--- src/rtl/core/pulse_burst_capture_stats_top_assert.svh ---
// Assertion macros shared by the pulse burst capture blocks.
// No dependencies; the files that check themselves include this header.
`ifndef PULSE_BURST_CAPTURE_STATS_TOP_ASSERT_SVH
`define PULSE_BURST_CAPTURE_STATS_TOP_ASSERT_SVH

`ifndef NO_ASSERTIONS

`define PBCS_ASSERT_HOLDS(label, clk, rst, cond) \
   label: assert property (@(posedge clk) disable iff (rst) (cond)) \
      else $error("pbcs: invariant violated");

`define PBCS_ASSERT_IMPLIES(label, clk, rst, ante, cons) \
   label: assert property (@(posedge clk) disable iff (rst) (ante) |-> (cons)) \
      else $error("pbcs: implication violated");

`define PBCS_ASSERT_NEXT(label, clk, rst, ante, cons) \
   label: assert property (@(posedge clk) disable iff (rst) (ante) |=> (cons)) \
      else $error("pbcs: next-cycle check violated");

`else

`define PBCS_ASSERT_HOLDS(label, clk, rst, cond)
`define PBCS_ASSERT_IMPLIES(label, clk, rst, ante, cons)
`define PBCS_ASSERT_NEXT(label, clk, rst, ante, cons)

`endif

`endif

--- src/rtl/core/pbcs_pkg.sv ---
// Shared types and constants for the pulse burst capture block.
// No dependencies.
package pbcs_pkg;

   localparam int FIELD_BITS = 32;
   localparam int SUM_BITS   = 48;
   localparam int COUNT_BITS = 16;
   localparam int DIV_STEPS  = SUM_BITS;
   localparam int STEP_BITS  = $clog2(DIV_STEPS);

   localparam logic [STEP_BITS-1:0] STEP_LAST = STEP_BITS'(DIV_STEPS - 1);

   localparam logic [FIELD_BITS-1:0] TIMEOUT_RESET = 32'd500000000;

   localparam logic KIND_PERIOD  = 1'b0;
   localparam logic KIND_SUMMARY = 1'b1;

   localparam int FIXED_BITS = 2 + SUM_BITS + COUNT_BITS;

   typedef struct packed {
      logic                  kind;
      logic                  level;
      logic [SUM_BITS-1:0]   low_sum;
      logic [COUNT_BITS-1:0] low_count;
   } event_fixed_type;

   typedef struct packed {
      logic full;
      logic empty;
   } queue_status_type;

endpackage

--- src/rtl/core/pbcs_front.sv ---
// Front end: tracks the line per sample, keeps burst statistics and
// queues period reports and summary requests. Uses pbcs_pkg.
`include "pulse_burst_capture_stats_top_assert.svh"

module pbcs_front #(
   parameter int TIME_BITS = 32
) (
   input  logic                       clock,
   input  logic                       reset,
   input  logic                       req_valid,
   output logic                       req_stall,
   input  logic                       req_line_level,
   input  logic [31:0]                timeout_ticks,
   input  pbcs_pkg::queue_status_type q_status,
   output logic                       ev_push,
   output pbcs_pkg::event_fixed_type  ev_fixed,
   output logic [TIME_BITS-1:0]       ev_time
);

   localparam int CW  = (TIME_BITS > 32) ? TIME_BITS : 32;
   localparam int SW  = pbcs_pkg::SUM_BITS;
   localparam int SW1 = pbcs_pkg::SUM_BITS + 1;
   localparam int NW  = pbcs_pkg::COUNT_BITS;
   localparam logic [TIME_BITS-1:0] TIME_MAX = '1;
   localparam logic [NW-1:0]        COUNT_MAX = '1;

   logic                 capturing_ff, capturing_in;
   logic                 held_ff, held_in;
   logic [TIME_BITS-1:0] elapsed_ff, elapsed_in;
   logic [TIME_BITS-1:0] longest_ff, longest_in;
   logic [SW-1:0]        sum_ff, sum_in;
   logic [NW-1:0]        count_ff, count_in;

   logic                 accept;
   logic [TIME_BITS-1:0] el_inc;
   logic [SW1-1:0]       sum_add;

   assign req_stall = q_status.full;
   assign accept    = req_valid && !req_stall;
   assign el_inc    = (elapsed_ff == TIME_MAX) ? elapsed_ff : elapsed_ff + 1'b1;
   assign sum_add   = {1'b0, sum_ff} + SW1'(elapsed_ff);

   always_comb begin
      capturing_in = capturing_ff;
      held_in      = held_ff;
      elapsed_in   = elapsed_ff;
      longest_in   = longest_ff;
      sum_in       = sum_ff;
      count_in     = count_ff;
      ev_push      = 1'b0;
      ev_fixed     = '0;
      ev_time      = '0;
      if (accept) begin
         priority if (!capturing_ff) begin
            if (!req_line_level) begin
               capturing_in = 1'b1;
               held_in      = 1'b0;
               elapsed_in   = TIME_BITS'(1);
            end
         end else if (req_line_level != held_ff) begin
            ev_push        = 1'b1;
            ev_fixed.kind  = pbcs_pkg::KIND_PERIOD;
            ev_fixed.level = held_ff;
            ev_time        = elapsed_ff;
            if (!held_ff) begin
               if (elapsed_ff > longest_ff) begin
                  longest_in = elapsed_ff;
               end
               sum_in = sum_add[SW] ? '1 : sum_add[SW-1:0];
               if (count_ff != COUNT_MAX) begin
                  count_in = count_ff + 1'b1;
               end
            end
            held_in    = req_line_level;
            elapsed_in = TIME_BITS'(1);
         end else begin
            elapsed_in = el_inc;
            if (held_ff && (CW'(el_inc) > CW'(timeout_ticks))) begin
               ev_push            = 1'b1;
               ev_fixed.kind      = pbcs_pkg::KIND_SUMMARY;
               ev_fixed.low_sum   = sum_ff;
               ev_fixed.low_count = count_ff;
               ev_time            = longest_ff;
               capturing_in       = 1'b0;
               held_in            = 1'b0;
               elapsed_in         = '0;
               longest_in         = '0;
               sum_in             = '0;
               count_in           = '0;
            end
         end
      end
   end

   always_ff @(posedge clock) begin
      if (reset) begin
         capturing_ff <= 1'b0;
         held_ff      <= 1'b0;
         elapsed_ff   <= '0;
         longest_ff   <= '0;
         sum_ff       <= '0;
         count_ff     <= '0;
      end else begin
         capturing_ff <= capturing_in;
         held_ff      <= held_in;
         elapsed_ff   <= elapsed_in;
         longest_ff   <= longest_in;
         sum_ff       <= sum_in;
         count_ff     <= count_in;
      end
   end

   `PBCS_ASSERT_IMPLIES(a_idle_clear, clock, reset, !capturing_ff, elapsed_ff == '0 && sum_ff == '0 && count_ff == '0)
   `PBCS_ASSERT_IMPLIES(a_burst_counts, clock, reset, capturing_ff, elapsed_ff != '0)
   `PBCS_ASSERT_NEXT(a_summary_rearms, clock, reset, ev_push && ev_fixed.kind == pbcs_pkg::KIND_SUMMARY, !capturing_ff)

endmodule

--- src/rtl/core/pbcs_queue.sv ---
// Short first-in first-out queue between front and back ends.
// Uses pbcs_pkg for the status struct.
module pbcs_queue #(
   parameter int WIDTH = 98,
   parameter int DEPTH = 4
) (
   input  logic                       clock,
   input  logic                       reset,
   input  logic                       push,
   input  logic [WIDTH-1:0]           push_data,
   input  logic                       pop,
   output logic [WIDTH-1:0]           pop_data,
   output pbcs_pkg::queue_status_type status
);

   localparam int AW = (DEPTH > 1) ? $clog2(DEPTH) : 1;
   localparam int CB = $clog2(DEPTH + 1);
   localparam logic [CB-1:0] FULL_COUNT = CB'(DEPTH);
   localparam logic [AW-1:0] LAST_PTR   = AW'(DEPTH - 1);

   logic [WIDTH-1:0] entries_ff [DEPTH];
   logic [AW-1:0]    wr_ptr_ff, rd_ptr_ff;
   logic [CB-1:0]    count_ff;
   logic             do_push, do_pop;

   assign status.full  = (count_ff == FULL_COUNT);
   assign status.empty = (count_ff == '0);
   assign do_push      = push && !status.full;
   assign do_pop       = pop && !status.empty;
   assign pop_data     = entries_ff[rd_ptr_ff];

   always_ff @(posedge clock) begin
      if (do_push) begin
         entries_ff[wr_ptr_ff] <= push_data;
      end
   end

   always_ff @(posedge clock) begin
      if (reset) begin
         wr_ptr_ff <= '0;
         rd_ptr_ff <= '0;
         count_ff  <= '0;
      end else begin
         if (do_push) begin
            wr_ptr_ff <= (wr_ptr_ff == LAST_PTR) ? '0 : wr_ptr_ff + 1'b1;
         end
         if (do_pop) begin
            rd_ptr_ff <= (rd_ptr_ff == LAST_PTR) ? '0 : rd_ptr_ff + 1'b1;
         end
         unique case ({do_push, do_pop})
            2'b10:   count_ff <= count_ff + 1'b1;
            2'b01:   count_ff <= count_ff - 1'b1;
            default: count_ff <= count_ff;
         endcase
      end
   end

endmodule

--- src/rtl/core/pbcs_back.sv ---
// Back end: turns queued events into results; summaries go through a
// radix-2 restoring divider for the average. Uses pbcs_pkg.
`include "pulse_burst_capture_stats_top_assert.svh"

module pbcs_back #(
   parameter int TIME_BITS = 32
) (
   input  logic                      clock,
   input  logic                      reset,
   input  pbcs_pkg::queue_status_type q_status,
   input  pbcs_pkg::event_fixed_type ev_fixed,
   input  logic [TIME_BITS-1:0]      ev_time,
   output logic                      q_pop,
   output logic                      rsp_valid,
   input  logic                      rsp_stall,
   output logic                      rsp_result_kind,
   output logic [31:0]               rsp_period_ticks,
   output logic                      rsp_period_level,
   output logic [31:0]               rsp_average_low_ticks,
   output logic [31:0]               rsp_longest_low_ticks,
   output logic [15:0]               rsp_low_period_count
);

   localparam int CW = (TIME_BITS > 32) ? TIME_BITS : 32;
   localparam int SW = pbcs_pkg::SUM_BITS;
   localparam int NW = pbcs_pkg::COUNT_BITS;
   localparam int TW = pbcs_pkg::COUNT_BITS + 1;
   localparam int PB = pbcs_pkg::STEP_BITS;

   typedef enum logic [1:0] {
      BK_IDLE,
      BK_DIV,
      BK_DONE
   } back_state_type;

   function automatic logic [31:0] clamp_time(input logic [TIME_BITS-1:0] v);
      logic [CW-1:0] ext;
      ext = CW'(v);
      return (ext > CW'(32'hFFFF_FFFF)) ? 32'hFFFF_FFFF : ext[31:0];
   endfunction

   back_state_type       state_ff, state_in;
   logic [PB-1:0]        step_ff, step_in;
   logic [NW-1:0]        rem_ff, rem_in;
   logic [SW-1:0]        quo_ff, quo_in;
   logic [NW-1:0]        div_ff, div_in;
   logic [TIME_BITS-1:0] longest_ff, longest_in;

   logic        rsp_valid_ff, rsp_valid_in;
   logic        kind_ff, kind_in;
   logic [31:0] ticks_ff, ticks_in;
   logic        level_ff, level_in;
   logic [31:0] avg_ff, avg_in;
   logic [31:0] long_out_ff, long_out_in;
   logic [15:0] cnt_out_ff, cnt_out_in;

   logic          out_free;
   logic [TW-1:0] trial, diff;
   logic          ge;
   logic [31:0]   quo_clamped;

   assign out_free    = !rsp_valid_ff || !rsp_stall;
   assign q_pop       = (state_ff == BK_IDLE) && out_free && !q_status.empty;
   assign trial       = {rem_ff, quo_ff[SW-1]};
   assign diff        = trial - {1'b0, div_ff};
   assign ge          = (trial >= {1'b0, div_ff});
   assign quo_clamped = (|quo_ff[SW-1:32]) ? 32'hFFFF_FFFF : quo_ff[31:0];

   always_comb begin
      state_in     = state_ff;
      step_in      = step_ff;
      rem_in       = rem_ff;
      quo_in       = quo_ff;
      div_in       = div_ff;
      longest_in   = longest_ff;
      rsp_valid_in = rsp_valid_ff && rsp_stall;
      kind_in      = kind_ff;
      ticks_in     = ticks_ff;
      level_in     = level_ff;
      avg_in       = avg_ff;
      long_out_in  = long_out_ff;
      cnt_out_in   = cnt_out_ff;
      unique case (state_ff)
         BK_IDLE: begin
            if (q_pop) begin
               if (ev_fixed.kind == pbcs_pkg::KIND_PERIOD) begin
                  rsp_valid_in = 1'b1;
                  kind_in      = pbcs_pkg::KIND_PERIOD;
                  ticks_in     = clamp_time(ev_time);
                  level_in     = ev_fixed.level;
                  avg_in       = '0;
                  long_out_in  = '0;
                  cnt_out_in   = '0;
               end else begin
                  state_in   = BK_DIV;
                  step_in    = '0;
                  rem_in     = '0;
                  quo_in     = ev_fixed.low_sum;
                  div_in     = ev_fixed.low_count;
                  longest_in = ev_time;
               end
            end
         end
         BK_DIV: begin
            rem_in  = ge ? diff[NW-1:0] : trial[NW-1:0];
            quo_in  = {quo_ff[SW-2:0], ge};
            step_in = step_ff + 1'b1;
            if (step_ff == pbcs_pkg::STEP_LAST) begin
               state_in = BK_DONE;
            end
         end
         BK_DONE: begin
            if (out_free) begin
               state_in     = BK_IDLE;
               rsp_valid_in = 1'b1;
               kind_in      = pbcs_pkg::KIND_SUMMARY;
               ticks_in     = '0;
               level_in     = 1'b0;
               avg_in       = (div_ff == '0) ? '0 : quo_clamped;
               long_out_in  = clamp_time(longest_ff);
               cnt_out_in   = div_ff;
            end
         end
         default: begin
            state_in = BK_IDLE;
         end
      endcase
   end

   always_ff @(posedge clock) begin
      if (reset) begin
         state_ff     <= BK_IDLE;
         rsp_valid_ff <= 1'b0;
      end else begin
         state_ff     <= state_in;
         rsp_valid_ff <= rsp_valid_in;
      end
      step_ff     <= step_in;
      rem_ff      <= rem_in;
      quo_ff      <= quo_in;
      div_ff      <= div_in;
      longest_ff  <= longest_in;
      kind_ff     <= kind_in;
      ticks_ff    <= ticks_in;
      level_ff    <= level_in;
      avg_ff      <= avg_in;
      long_out_ff <= long_out_in;
      cnt_out_ff  <= cnt_out_in;
   end

   assign rsp_valid             = rsp_valid_ff;
   assign rsp_result_kind       = kind_ff;
   assign rsp_period_ticks      = ticks_ff;
   assign rsp_period_level      = level_ff;
   assign rsp_average_low_ticks = avg_ff;
   assign rsp_longest_low_ticks = long_out_ff;
   assign rsp_low_period_count  = cnt_out_ff;

   `PBCS_ASSERT_IMPLIES(a_summary_fields, clock, reset, rsp_valid_ff && kind_ff == pbcs_pkg::KIND_SUMMARY, ticks_ff == '0 && !level_ff)
   `PBCS_ASSERT_IMPLIES(a_period_fields, clock, reset, rsp_valid_ff && kind_ff == pbcs_pkg::KIND_PERIOD, avg_ff == '0 && long_out_ff == '0 && cnt_out_ff == '0)
   `PBCS_ASSERT_NEXT(a_div_progress, clock, reset, state_ff == BK_DIV, state_ff == BK_DIV || state_ff == BK_DONE)

endmodule

--- src/rtl/core/pulse_burst_capture_stats_top.sv ---
// Channel  Ports                         Direction  Handshake
// req      req_line_level                in         req_valid / req_stall
// rsp      rsp_result_kind .. count      out        rsp_valid / rsp_stall
// csr      csr_timeout_ticks             in         csr_valid / csr_ready
//
// One sample a cycle while the event queue has room; req_stall rises when it fills.
// A period report reaches rsp in the cycle after it leaves the queue.
// In the back end a burst summary passes from BK_IDLE through BK_DIV, the serial 48/16 divider, to BK_DONE.
// Reset is synchronous, needs no clearing pass; csr_ready is always high.
// Uses pbcs_pkg, pbcs_front, pbcs_queue and pbcs_back.
module pulse_burst_capture_stats_top #(
   parameter int TIME_BITS   = 32,
   parameter int QUEUE_DEPTH = 4
) (
   input  logic        clock,
   input  logic        reset,
   input  logic        req_valid,
   output logic        req_stall,
   input  logic        req_line_level,
   output logic        rsp_valid,
   input  logic        rsp_stall,
   output logic        rsp_result_kind,
   output logic [31:0] rsp_period_ticks,
   output logic        rsp_period_level,
   output logic [31:0] rsp_average_low_ticks,
   output logic [31:0] rsp_longest_low_ticks,
   output logic [15:0] rsp_low_period_count,
   input  logic        csr_valid,
   output logic        csr_ready,
   input  logic [31:0] csr_timeout_ticks
);

   localparam int QW = pbcs_pkg::FIXED_BITS + TIME_BITS;

   logic [31:0] timeout_ff;

   pbcs_pkg::queue_status_type q_status;
   pbcs_pkg::event_fixed_type  push_fixed, pop_fixed;
   logic [TIME_BITS-1:0]       push_time, pop_time;
   logic                       push, pop;
   logic [QW-1:0]              pop_data;

   assign csr_ready = 1'b1;

   always_ff @(posedge clock) begin
      if (reset) begin
         timeout_ff <= pbcs_pkg::TIMEOUT_RESET;
      end else if (csr_valid && csr_ready) begin
         timeout_ff <= csr_timeout_ticks;
      end
   end

   pbcs_front #(
      .TIME_BITS(TIME_BITS)
   ) u_front (
      .clock          (clock),
      .reset          (reset),
      .req_valid      (req_valid),
      .req_stall      (req_stall),
      .req_line_level (req_line_level),
      .timeout_ticks  (timeout_ff),
      .q_status       (q_status),
      .ev_push        (push),
      .ev_fixed       (push_fixed),
      .ev_time        (push_time)
   );

   pbcs_queue #(
      .WIDTH(QW),
      .DEPTH(QUEUE_DEPTH)
   ) u_queue (
      .clock     (clock),
      .reset     (reset),
      .push      (push),
      .push_data ({push_fixed, push_time}),
      .pop       (pop),
      .pop_data  (pop_data),
      .status    (q_status)
   );

   assign pop_fixed = pop_data[QW-1:TIME_BITS];
   assign pop_time  = pop_data[TIME_BITS-1:0];

   pbcs_back #(
      .TIME_BITS(TIME_BITS)
   ) u_back (
      .clock                 (clock),
      .reset                 (reset),
      .q_status              (q_status),
      .ev_fixed              (pop_fixed),
      .ev_time               (pop_time),
      .q_pop                 (pop),
      .rsp_valid             (rsp_valid),
      .rsp_stall             (rsp_stall),
      .rsp_result_kind       (rsp_result_kind),
      .rsp_period_ticks      (rsp_period_ticks),
      .rsp_period_level      (rsp_period_level),
      .rsp_average_low_ticks (rsp_average_low_ticks),
      .rsp_longest_low_ticks (rsp_longest_low_ticks),
      .rsp_low_period_count  (rsp_low_period_count)
   );

endmodule
--- config.mk ---
export PLATFORM = sky130hd
export DESIGN_NAME = pulse_burst_capture_stats_top
export DESIGN_NICKNAME = d
export VERILOG_FILES = /design/src/rtl/core/pbcs_pkg.sv /design/src/rtl/core/pbcs_front.sv /design/src/rtl/core/pbcs_queue.sv /design/src/rtl/core/pbcs_back.sv /design/src/rtl/core/pulse_burst_capture_stats_top.sv
export VERILOG_INCLUDE_DIRS = /design/src /design/src/rtl/core
export SDC_FILE = /design/constraint.sdc
export NUM_CORES = 1
export LEC_CHECK = 0
export ABC_AREA = 1
export BUFFER_PORTS_ARGS = -buffer_cell sky130_fd_sc_hd__buf_2
export CORE_MARGIN = 1.5
export CORE_UTILIZATION = 30
export DETAILED_ROUTE_END_ITERATION = 12
export HOLD_SLACK_MARGIN = 0.15
export PLACE_DENSITY = 0.53
export SKIP_CTS_REPAIR_TIMING = 1
export SLEW_MARGIN = 0
export SYNTH_ARGS = -nofsm -noshare
export SYNTH_HDL_FRONTEND = slang
export SYNTH_HIERARCHICAL = 1
export SYNTH_SLANG_ARGS = --single-unit
--- constraint.sdc ---
create_clock -name clock -period 14.3 [get_ports clock]
set_input_delay 0.715 -clock clock [delete_from_list [all_inputs] [get_ports clock]]
set_output_delay 0.715 -clock clock [all_outputs]
set_load 0.02 [all_outputs]
==> impl_metrics.xml, run 1 <==
<?xml version="1.0" encoding="UTF-8"?>
<metrics>
  <group name="pwr">
    <metric name="finalPower" unit="mW">5.43</metric>
    <metric name="cellLeakagePower" unit="nW">18.9</metric>
    <metric name="cellPowerDensity" unit="nW/µm²">122</metric>
    <metric name="worst_ir_drop_vdd" unit="mV">0.0821</metric>
  </group>
  <group name="global_routing">
    <metric name="grt_start_max_net_pins" unit="">168</metric>
    <metric name="gr-total-overflow" unit="">0</metric>
    <metric name="grt_pass1_wl" unit="mm">173</metric>
    <metric name="grt_antenna_before_repair" unit="">0</metric>
    <metric name="vias_in_the_first_global_route" unit="">28400</metric>
    <metric name="overall_track_demand_over_capacity_in_global_routing" unit="%">16.8</metric>
  </group>
  <group name="worst_setup_path">
    <metric name="critical_path_arrival" unit="ps">6980</metric>
    <metric name="endpoint_kind" unit="">flip-flop</metric>
    <metric name="timing.setup.critical_path_class" unit="">flip-flop to flip-flop</metric>
    <metric name="crit_path_start_kind" unit="">flip-flop</metric>
    <metric name="worst-endpoint-required" unit="ps">14610</metric>
    <metric name="critical_path_buf_inv_count" unit="">6</metric>
    <metric name="crit_path_top_delay_cell" unit="">sky130_fd_sc_hd__buf_4</metric>
    <metric name="critical-path-top-cell-by-count" unit="">sky130_fd_sc_hd__nand2_1</metric>
    <metric name="timing.critical_path.fanout_max" unit="">50</metric>
    <metric name="timing.critical_path.max_delay_family" unit="">simple AND/OR/NAND/NOR gates</metric>
    <metric name="max_stage_delay" unit="ps">720</metric>
  </group>
  <group name="clock_tree">
    <metric name="clkLatencyLatePin" unit="ps">700</metric>
    <metric name="cts_tree" unit="">done</metric>
    <metric name="clock_sinks" unit="">798</metric>
    <metric name="ctsLongestPathBuffers" unit="">3</metric>
    <metric name="cts-buffers-inserted" unit="">92</metric>
    <metric name="cts-htree-levels" unit="">3</metric>
    <metric name="buffer_type_at_the_clock_tree_root" unit="">sky130_fd_sc_hd__clkbuf_16</metric>
    <metric name="clkTransAtPathRegs" unit="ps">60</metric>
  </group>
  <group name="routing">
    <metric name="viasPerCell" unit="">4.64</metric>
    <metric name="number_of_vias_in_the_routed_layout" unit="">29600</metric>
    <metric name="postRouteAntennaNets" unit="">0</metric>
    <metric name="detail_route.iter0.violations" unit="">2244</metric>
    <metric name="per_cell_routed_wire_length" unit="µm">17.5</metric>
    <metric name="detail_route.drc_violations" unit="">0</metric>
    <metric name="finalWirelength" unit="mm">112</metric>
    <metric name="count_of_tritonroute_iterations_in_the_first_routing_pass" unit="">7</metric>
  </group>
  <group name="floorplan">
    <metric name="fp.dieH" unit="µm">365</metric>
    <metric name="die_outline_area" unit="µm²">133000</metric>
    <metric name="placeable_core_region" unit="µm²">130000</metric>
    <metric name="chipWidth" unit="µm">365</metric>
    <metric name="top_level_ports" unit="">155</metric>
    <metric name="floorplan.rows" unit="">132</metric>
    <metric name="start_util" unit="%">30.3</metric>
  </group>
  <group name="timing">
    <metric name="worst_slew_pin_slew" unit="ps">1190</metric>
    <metric name="tns" unit="ps">0</metric>
    <metric name="final_period_util" unit="%">46.6</metric>
    <metric name="finalCriticalPeriod" unit="ps">6670</metric>
    <metric name="fin_worst_skew" unit="ps">36.3</metric>
    <metric name="timing.fmax" unit="GHz">0.150</metric>
    <metric name="max_slew_margin" unit="%">20.1</metric>
    <metric name="final-setup-viol-count" unit="">0</metric>
    <metric name="slew_viol_final" unit="">0</metric>
    <metric name="report.final.hold_viol_count" unit="">0</metric>
    <metric name="timing.final.ws_setup" unit="ps">7630</metric>
    <metric name="rsz0062_at_grt" unit="">false</metric>
  </group>
  <group name="finish">
    <metric name="finish.instance_area" unit="µm²">44700</metric>
    <metric name="drive_gt1_share" unit="%">9.19</metric>
    <metric name="fill_cells" unit="">13600</metric>
    <metric name="mostFrequentLayoutCell" unit="">sky130_fd_sc_hd__nand2_1</metric>
    <metric name="area_growth_syn_to_layout" unit="%">13.6</metric>
    <metric name="antenna_cells" unit="">0</metric>
    <metric name="most-common-layout-cells" unit="">sky130_fd_sc_hd__nand2_1, sky130_fd_sc_hd__nor2_1, sky130_fd_sc_hd__edfxtp_1, sky130_fd_sc_hd__inv_1, sky130_fd_sc_hd__o21ai_0</metric>
    <metric name="final_net_count" unit="">4735</metric>
    <metric name="instances_no_fill" unit="">6388</metric>
  </group>
  <group name="placed_design">
    <metric name="placedInstanceArea" unit="µm²">41700</metric>
    <metric name="io_buffers" unit="">153</metric>
    <metric name="gp_congestion" unit="">0.940</metric>
    <metric name="placed_cells" unit="">6219</metric>
    <metric name="post-place-ws" unit="ps">7670</metric>
    <metric name="dp.final_hpwl" unit="mm">79.2</metric>
  </group>
  <group name="yosys">
    <metric name="synthDistinctLibCells" unit="">52</metric>
    <metric name="synth_xor_area_share" unit="%">1.25</metric>
    <metric name="mean_area_per_synthesized_cell" unit="µm²">8.81</metric>
    <metric name="compound_cell_area_share_of_the_yosys_netlist" unit="%">7.77</metric>
    <metric name="synth_adder_area_share" unit="%">4.06</metric>
    <metric name="synthCells" unit="">4465</metric>
    <metric name="synth_simple_gate_area_share" unit="%">22.1</metric>
    <metric name="post_synth_mux_area_share" unit="%">0</metric>
    <metric name="ys_warn_count" unit="">6</metric>
    <metric name="synth_seq_area_share" unit="%">56.5</metric>
    <metric name="synth_nets" unit="">4629</metric>
    <metric name="syn-cell-area" unit="µm²">39300</metric>
    <metric name="synth-seq-cells" unit="">798</metric>
    <metric name="dominant_combinational_cell_family_by_area_after_synthesis" unit="">simple AND/OR/NAND/NOR gates</metric>
  </group>
  <group name="outcome">
    <metric name="outcome" unit="">finished clean</metric>
  </group>
  <group name="min_path">
    <metric name="worstHoldPathType" unit="">input pin to flip-flop</metric>
  </group>
  <group name="job">
    <metric name="maxCapViolCount" unit="">0</metric>
  </group>
</metrics>
synthesized netlist by cell type (all sizes together):
library cell	instances	area share, %
nand2	1109	11
nor2	788	7.7
edfxtp	624	48
inv	601	5.7
o21ai	272	3.5
a21oi	185	2.4
dfxtp	174	8.9
nand3	124	1.7
ha	123	3.9
o22ai	102	1.6
buf	89	1.7
clkbuf	84	0.81
xor2	43	0.96
nor3	41	0.66
nand4	40	0.71
nor4	13	0.21
xnor2	13	0.29
nand3b	12	0.23
and2	4	0.064
a21o	3	0.057
a31oi	3	0.048
fa	3	0.15
o21a	3	0.057
clkinv	2	0.032
nor3b	2	0.038
o21bai	2	0.038
or2	2	0.032
a211oi	1	0.019
a21boi	1	0.019
conb	1	0.0095
o221a	1	0.029
state kept, by name, summed over array words and instances (netlist names), 2 cells and up, named ones only:
signal,cells
u_back/quo_ff,48
u_queue/wr_ptr_ff,2
u_queue/rd_ptr_ff,2
u_back/rem_ff,16
u_back/state_ff,2
u_back/step_ff,6
u_back/rsp_period_ticks,32
u_back/rsp_longest_low_ticks,32
u_front/count_ff,16
u_back/rsp_average_low_ticks,32
u_queue/count_ff,3
u_back/div_ff,16
timeout_ff,32
u_front/longest_ff,32
u_queue/entries_ff,392
u_back/longest_ff,32
u_front/sum_ff,48
u_back/rsp_low_period_count,16
u_front/elapsed_ff,32
routing by layer:
metal / GRT usage (%) / part of all wire, % / vias to the layer above / wire length (µm)
met3: 2.22 / 4.5 / 132 / 5010
li1: - / - / 14700 / -
met2: 26.6 / 45 / 665 / 50600
met5: 0 / 0 / - / 0
met4: 4.56 / 2.2 / 0 / 2440
met1: 23.9 / 48 / 14100 / 54100
worst paths after layout:
path | start | end | slack (ps) | cells after the start
hold reg to reg | timeout_ff[13]$_SDFFE_PP1P_ | timeout_ff[13]$_SDFFE_PP1P_ | 460 | 2
hold / removal | csr_timeout_ticks[28] | timeout_ff[28]$_SDFFE_PP1P_ | 240 | 3
setup reg to reg | u_front/elapsed_ff[1]$_SDFFE_PP0P_ | u_queue/entries_ff[0][18]$_DFFE_PP_ | 7630 | 28
setup / recovery | u_front/elapsed_ff[1]$_SDFFE_PP0P_ | u_queue/entries_ff[0][18]$_DFFE_PP_ | 7630 | 28
tightest hold or removal path, cell delays in order:
cell and delay (ps):
sky130_fd_sc_hd__buf_2 70, sky130_fd_sc_hd__nand2_1 50, sky130_fd_sc_hd__nand3_1 60
power by group:
group	internal, mW	switching [mW]
combinational	0.126	0.329
sequential	2.58	0.0376
clock	1.39	0.976
layout make-up:
| cell class | count | area [µm²] | area share (%) |
|---|---|---|---|
| Inverter | 603 | 2270 | 5.09 |
| Timing Repair Buffer | 185 | 1020 | 2.28 |
| Clock inverter | 50 | 571 | 1.28 |
| Clock buffer | 119 | 2460 | 5.52 |
| Multi-Input combinational cell | 2891 | 14000 | 31.2 |
| Tap cell | 1742 | 2180 | 4.88 |
| Sequential cell | 798 | 22200 | 49.7 |
metrics by stage:
step                      hold WS (ps)  util, %
final                              238     34.4
after global routing               224     34.4
after CTS                          185     34.4
after detailed placement           447     32.1
after global placement             445     32.1
after floorplan                    429        -
cell families after synthesis:
family / Yosys count
other: 1
xor gates and xnor gates: 56
AOI/OAI and AO/OA: 573
DFF: 798
and+or+nand+nor: 2135
buffers and inverters: 776
adders and majority gates: 126
Note: power is estimated with default switching activity, not from simulation.
==> run 2, diff against run 1 <==
--- a/config.mk
+++ b/config.mk
@@ -12,7 +12,7 @@
 export CORE_UTILIZATION = 30
 export DETAILED_ROUTE_END_ITERATION = 12
 export HOLD_SLACK_MARGIN = 0.15
-export PLACE_DENSITY = 0.53
+export PLACE_DENSITY = 0.54
 export SKIP_CTS_REPAIR_TIMING = 1
 export SLEW_MARGIN = 0
 export SYNTH_ARGS = -nofsm -noshare
==> constraint.sdc (replaced) <==
create_clock -name clock -period 5.4 [get_ports clock]
set_input_delay 0.27 -clock clock [delete_from_list [all_inputs] [get_ports clock]]
set_output_delay 0.27 -clock clock [all_outputs]
set_load 0.02 [all_outputs]
==> impl_metrics.xml, run 2 (synthesis results as in run 1) <==
<?xml version="1.0" encoding="UTF-8"?>
<metrics>
  <group name="worst_setup_path">
    <metric name="worst-endpoint-required" unit="ps">6010</metric>
    <metric name="regToRegEndpoint" unit="">u_queue/count_ff[2]$_SDFFE_PP0P_</metric>
    <metric name="crit_path_top_delay_cell" unit="">sky130_fd_sc_hd__dfxtp_1</metric>
    <metric name="critical_path_buf_inv_count" unit="">6</metric>
    <metric name="r2r_slack" unit="ps">580</metric>
    <metric name="crit-reg2reg-launch" unit="">u_front/elapsed_ff[0]$_SDFFE_PP0P_</metric>
    <metric name="timing.critical_path.fanout_max" unit="">6</metric>
    <metric name="crit_path_start_kind" unit="">flip-flop</metric>
    <metric name="timing.critical_path.max_delay_family" unit="">simple AND/OR/NAND/NOR gates</metric>
    <metric name="timing.setup.critical_path_class" unit="">flip-flop to flip-flop</metric>
    <metric name="max_stage_delay" unit="ps">500</metric>
    <metric name="worst_r2r_path_depth" unit="">32</metric>
    <metric name="critical-path-top-cell-by-count" unit="">sky130_fd_sc_hd__nand2_1</metric>
    <metric name="critical_path_arrival" unit="ps">5440</metric>
    <metric name="endpoint_kind" unit="">flip-flop</metric>
  </group>
  <group name="min_path">
    <metric name="hold-path-endpoint" unit="">timeout_ff[13]$_SDFFE_PP1P_</metric>
    <metric name="worstHoldPathType" unit="">input pin to flip-flop</metric>
    <metric name="hp-start" unit="">csr_valid</metric>
    <metric name="worstHoldPathCells" unit="">3</metric>
  </group>
  <group name="clock_tree">
    <metric name="clkLatencyLatePin" unit="ps">710</metric>
    <metric name="buffer_type_at_the_clock_tree_root" unit="">sky130_fd_sc_hd__clkbuf_16</metric>
    <metric name="cts-buffers-inserted" unit="">91</metric>
    <metric name="cts-htree-levels" unit="">3</metric>
    <metric name="cts_tree" unit="">done</metric>
    <metric name="ctsLongestPathBuffers" unit="">3</metric>
    <metric name="clkTransAtPathRegs" unit="ps">60</metric>
    <metric name="clock_sinks" unit="">798</metric>
  </group>
  <group name="routing">
    <metric name="count_of_tritonroute_iterations_in_the_first_routing_pass" unit="">5</metric>
    <metric name="finalWirelength" unit="mm">110</metric>
    <metric name="per_cell_routed_wire_length" unit="µm">17.0</metric>
    <metric name="viasPerCell" unit="">4.66</metric>
    <metric name="number_of_vias_in_the_routed_layout" unit="">30100</metric>
    <metric name="detail_route.iter0.violations" unit="">2215</metric>
    <metric name="postRouteAntennaNets" unit="">0</metric>
    <metric name="detail_route.drc_violations" unit="">0</metric>
  </group>
  <group name="global_routing">
    <metric name="vias_in_the_first_global_route" unit="">28800</metric>
    <metric name="grt_antenna_before_repair" unit="">4</metric>
    <metric name="grt_start_max_net_pins" unit="">115</metric>
    <metric name="grt_pass1_wl" unit="mm">169</metric>
    <metric name="overall_track_demand_over_capacity_in_global_routing" unit="%">16.4</metric>
    <metric name="gr-total-overflow" unit="">0</metric>
  </group>
  <group name="pwr">
    <metric name="power_switching_share" unit="%">25.4</metric>
    <metric name="power_share_of_the_combinational_group" unit="%">8.7</metric>
    <metric name="worst_ir_drop_vdd" unit="mV">0.271</metric>
    <metric name="power_report.internal_total" unit="mW">10.7</metric>
    <metric name="pwr-share-clk" unit="%">42.9</metric>
    <metric name="cellLeakagePower" unit="nW">19.2</metric>
    <metric name="power.sequential.fraction" unit="%">48.4</metric>
    <metric name="power.net_switching" unit="mW">3.63</metric>
    <metric name="cellPowerDensity" unit="nW/µm²">315</metric>
  </group>
  <group name="timing">
    <metric name="fin_worst_skew" unit="ps">43.8</metric>
    <metric name="worst_slew_pin_slew" unit="ps">1120</metric>
    <metric name="timing.hold.ws" unit="ps">230</metric>
    <metric name="finalCriticalPeriod" unit="ps">4820</metric>
    <metric name="final-setup-viol-count" unit="">0</metric>
    <metric name="max_slew_margin" unit="%">25.3</metric>
    <metric name="slew_viol_final" unit="">0</metric>
    <metric name="timing.fmax" unit="GHz">0.207</metric>
    <metric name="final_period_util" unit="%">89.3</metric>
    <metric name="rsz0062_at_grt" unit="">false</metric>
    <metric name="report.final.hold_viol_count" unit="">0</metric>
  </group>
  <group name="finish">
    <metric name="max_flop_register" unit="">u_queue/entries_ff</metric>
    <metric name="largestRegisters" unit="">u_queue/entries_ff: 392 flops, u_back/quo_ff: 48 flops, u_front/sum_ff: 48 flops</metric>
    <metric name="most-common-layout-cells" unit="">sky130_fd_sc_hd__nand2_1, sky130_fd_sc_hd__nor2_1, sky130_fd_sc_hd__edfxtp_1, sky130_fd_sc_hd__inv_1, sky130_fd_sc_hd__o21ai_0</metric>
    <metric name="instances_no_fill" unit="">6459</metric>
    <metric name="area_growth_syn_to_layout" unit="%">15.2</metric>
    <metric name="antenna_cells" unit="">0</metric>
    <metric name="final_net_count" unit="">4803</metric>
    <metric name="mostFrequentLayoutCell" unit="">sky130_fd_sc_hd__nand2_1</metric>
    <metric name="largest_register_ffs" unit="">392</metric>
    <metric name="drive_gt1_share" unit="%">9.77</metric>
  </group>
  <group name="floorplan">
    <metric name="chipWidth" unit="µm">365</metric>
    <metric name="placeable_core_region" unit="µm²">130000</metric>
    <metric name="floorplan.rows" unit="">132</metric>
    <metric name="top_level_ports" unit="">155</metric>
    <metric name="fp.dieH" unit="µm">365</metric>
    <metric name="die_outline_area" unit="µm²">133000</metric>
    <metric name="start_util" unit="%">30.3</metric>
  </group>
  <group name="placed_design">
    <metric name="dp.final_hpwl" unit="mm">76.2</metric>
    <metric name="gp_congestion" unit="">0.922</metric>
    <metric name="placed_cells" unit="">6251</metric>
    <metric name="io_buffers" unit="">153</metric>
  </group>
  <group name="outcome">
    <metric name="outcome" unit="">finished clean</metric>
  </group>
  <group name="job">
    <metric name="maxCapViolCount" unit="">0</metric>
  </group>
</metrics>
==> run 2: final cells by class <==
type                            instances  area, µm²
Clock buffer                          110       2420
Fill cell                           13500      84500
Clock inverter                         61        583
Sequential cell                       798      22200
Timing Repair Buffer                  254       1710
Inverter                              603       2270
Multi-Input combinational cell       2891      13900
Tap cell                             1742       2180
==> run 2: how the worst max path moves through the flow <==
stage	start	end	slack [ps]	depth (start not counted)
after global routing	u_front/elapsed_ff[0]$_SDFFE_PP0P_	u_queue/entries_ff[3][94]$_DFFE_PP_	130	28
after detailed placement	u_front/elapsed_ff[0]$_SDFFE_PP0P_	u_queue/entries_ff[3][71]$_DFFE_PP_	630	28
final	u_front/elapsed_ff[0]$_SDFFE_PP0P_	u_queue/count_ff[2]$_SDFFE_PP0P_	580	32
after global placement	u_front/elapsed_ff[0]$_SDFFE_PP0P_	u_queue/entries_ff[3][66]$_DFFE_PP_	630	28
after floorplan	u_front/elapsed_ff[0]$_SDFFE_PP0P_	u_queue/entries_ff[0][0]$_DFFE_PP_	-520	26
after CTS	u_front/elapsed_ff[0]$_SDFFE_PP0P_	u_queue/entries_ff[3][81]$_DFFE_PP_	590	28
==> run 2: routing by layer <==
| layer | share of wire [%] | track usage [%] | up-vias | routed length (µm) |
|---|---|---|---|---|
| met1 | 48 | 23.2 | 14300 | 52600 |
| li1 | - | - | 14900 | - |
| met3 | 5.1 | 2.30 | 134 | 5660 |
| met4 | 2.3 | 4.79 | 0 | 2550 |
| met2 | 45 | 25.9 | 739 | 49300 |
| met5 | 0 | 0 | - | 0 |
==> run 2: through the flow <==
stage / utilization, % / worst slack [ps] / TNS (ps) / power (mW) / cell area (µm²)
CTS: 34.6 / 588 / 0 / 14.5 / 45000
global route: 34.9 / 125 / 0 / 14.8 / 45300
floorplan: - / -524 / -205240 / 7.91 / 39400
global placement: 32.3 / 628 / 0 / 8.26 / 42000
finish: 34.9 / 579 / 0 / 14.3 / 45300
detailed placement: 32.3 / 631 / 0 / 8.27 / 42000
==> run 2: worst reg2reg max path: cells and delay by family, from the launching register on <==
kind | cells | cell delay, ps
simple gates | 20 | 2200
fa+ha+maj | 4 | 1180
flops | 1 | 500
buf+inv | 6 | 480
compound gates | 2 | 370
==> run 2: power by group through the flow <==
stage / Clock [mW] / Combinational, mW / Sequential (mW)
global route: 6.51 / 1.40 / 6.94
detailed placement: 0 / 1.23 / 7.04
CTS: 6.31 / 1.23 / 6.92
floorplan: 0 / 0.845 / 7.06
global placement: 0 / 1.22 / 7.04
finish: 6.13 / 1.24 / 6.92
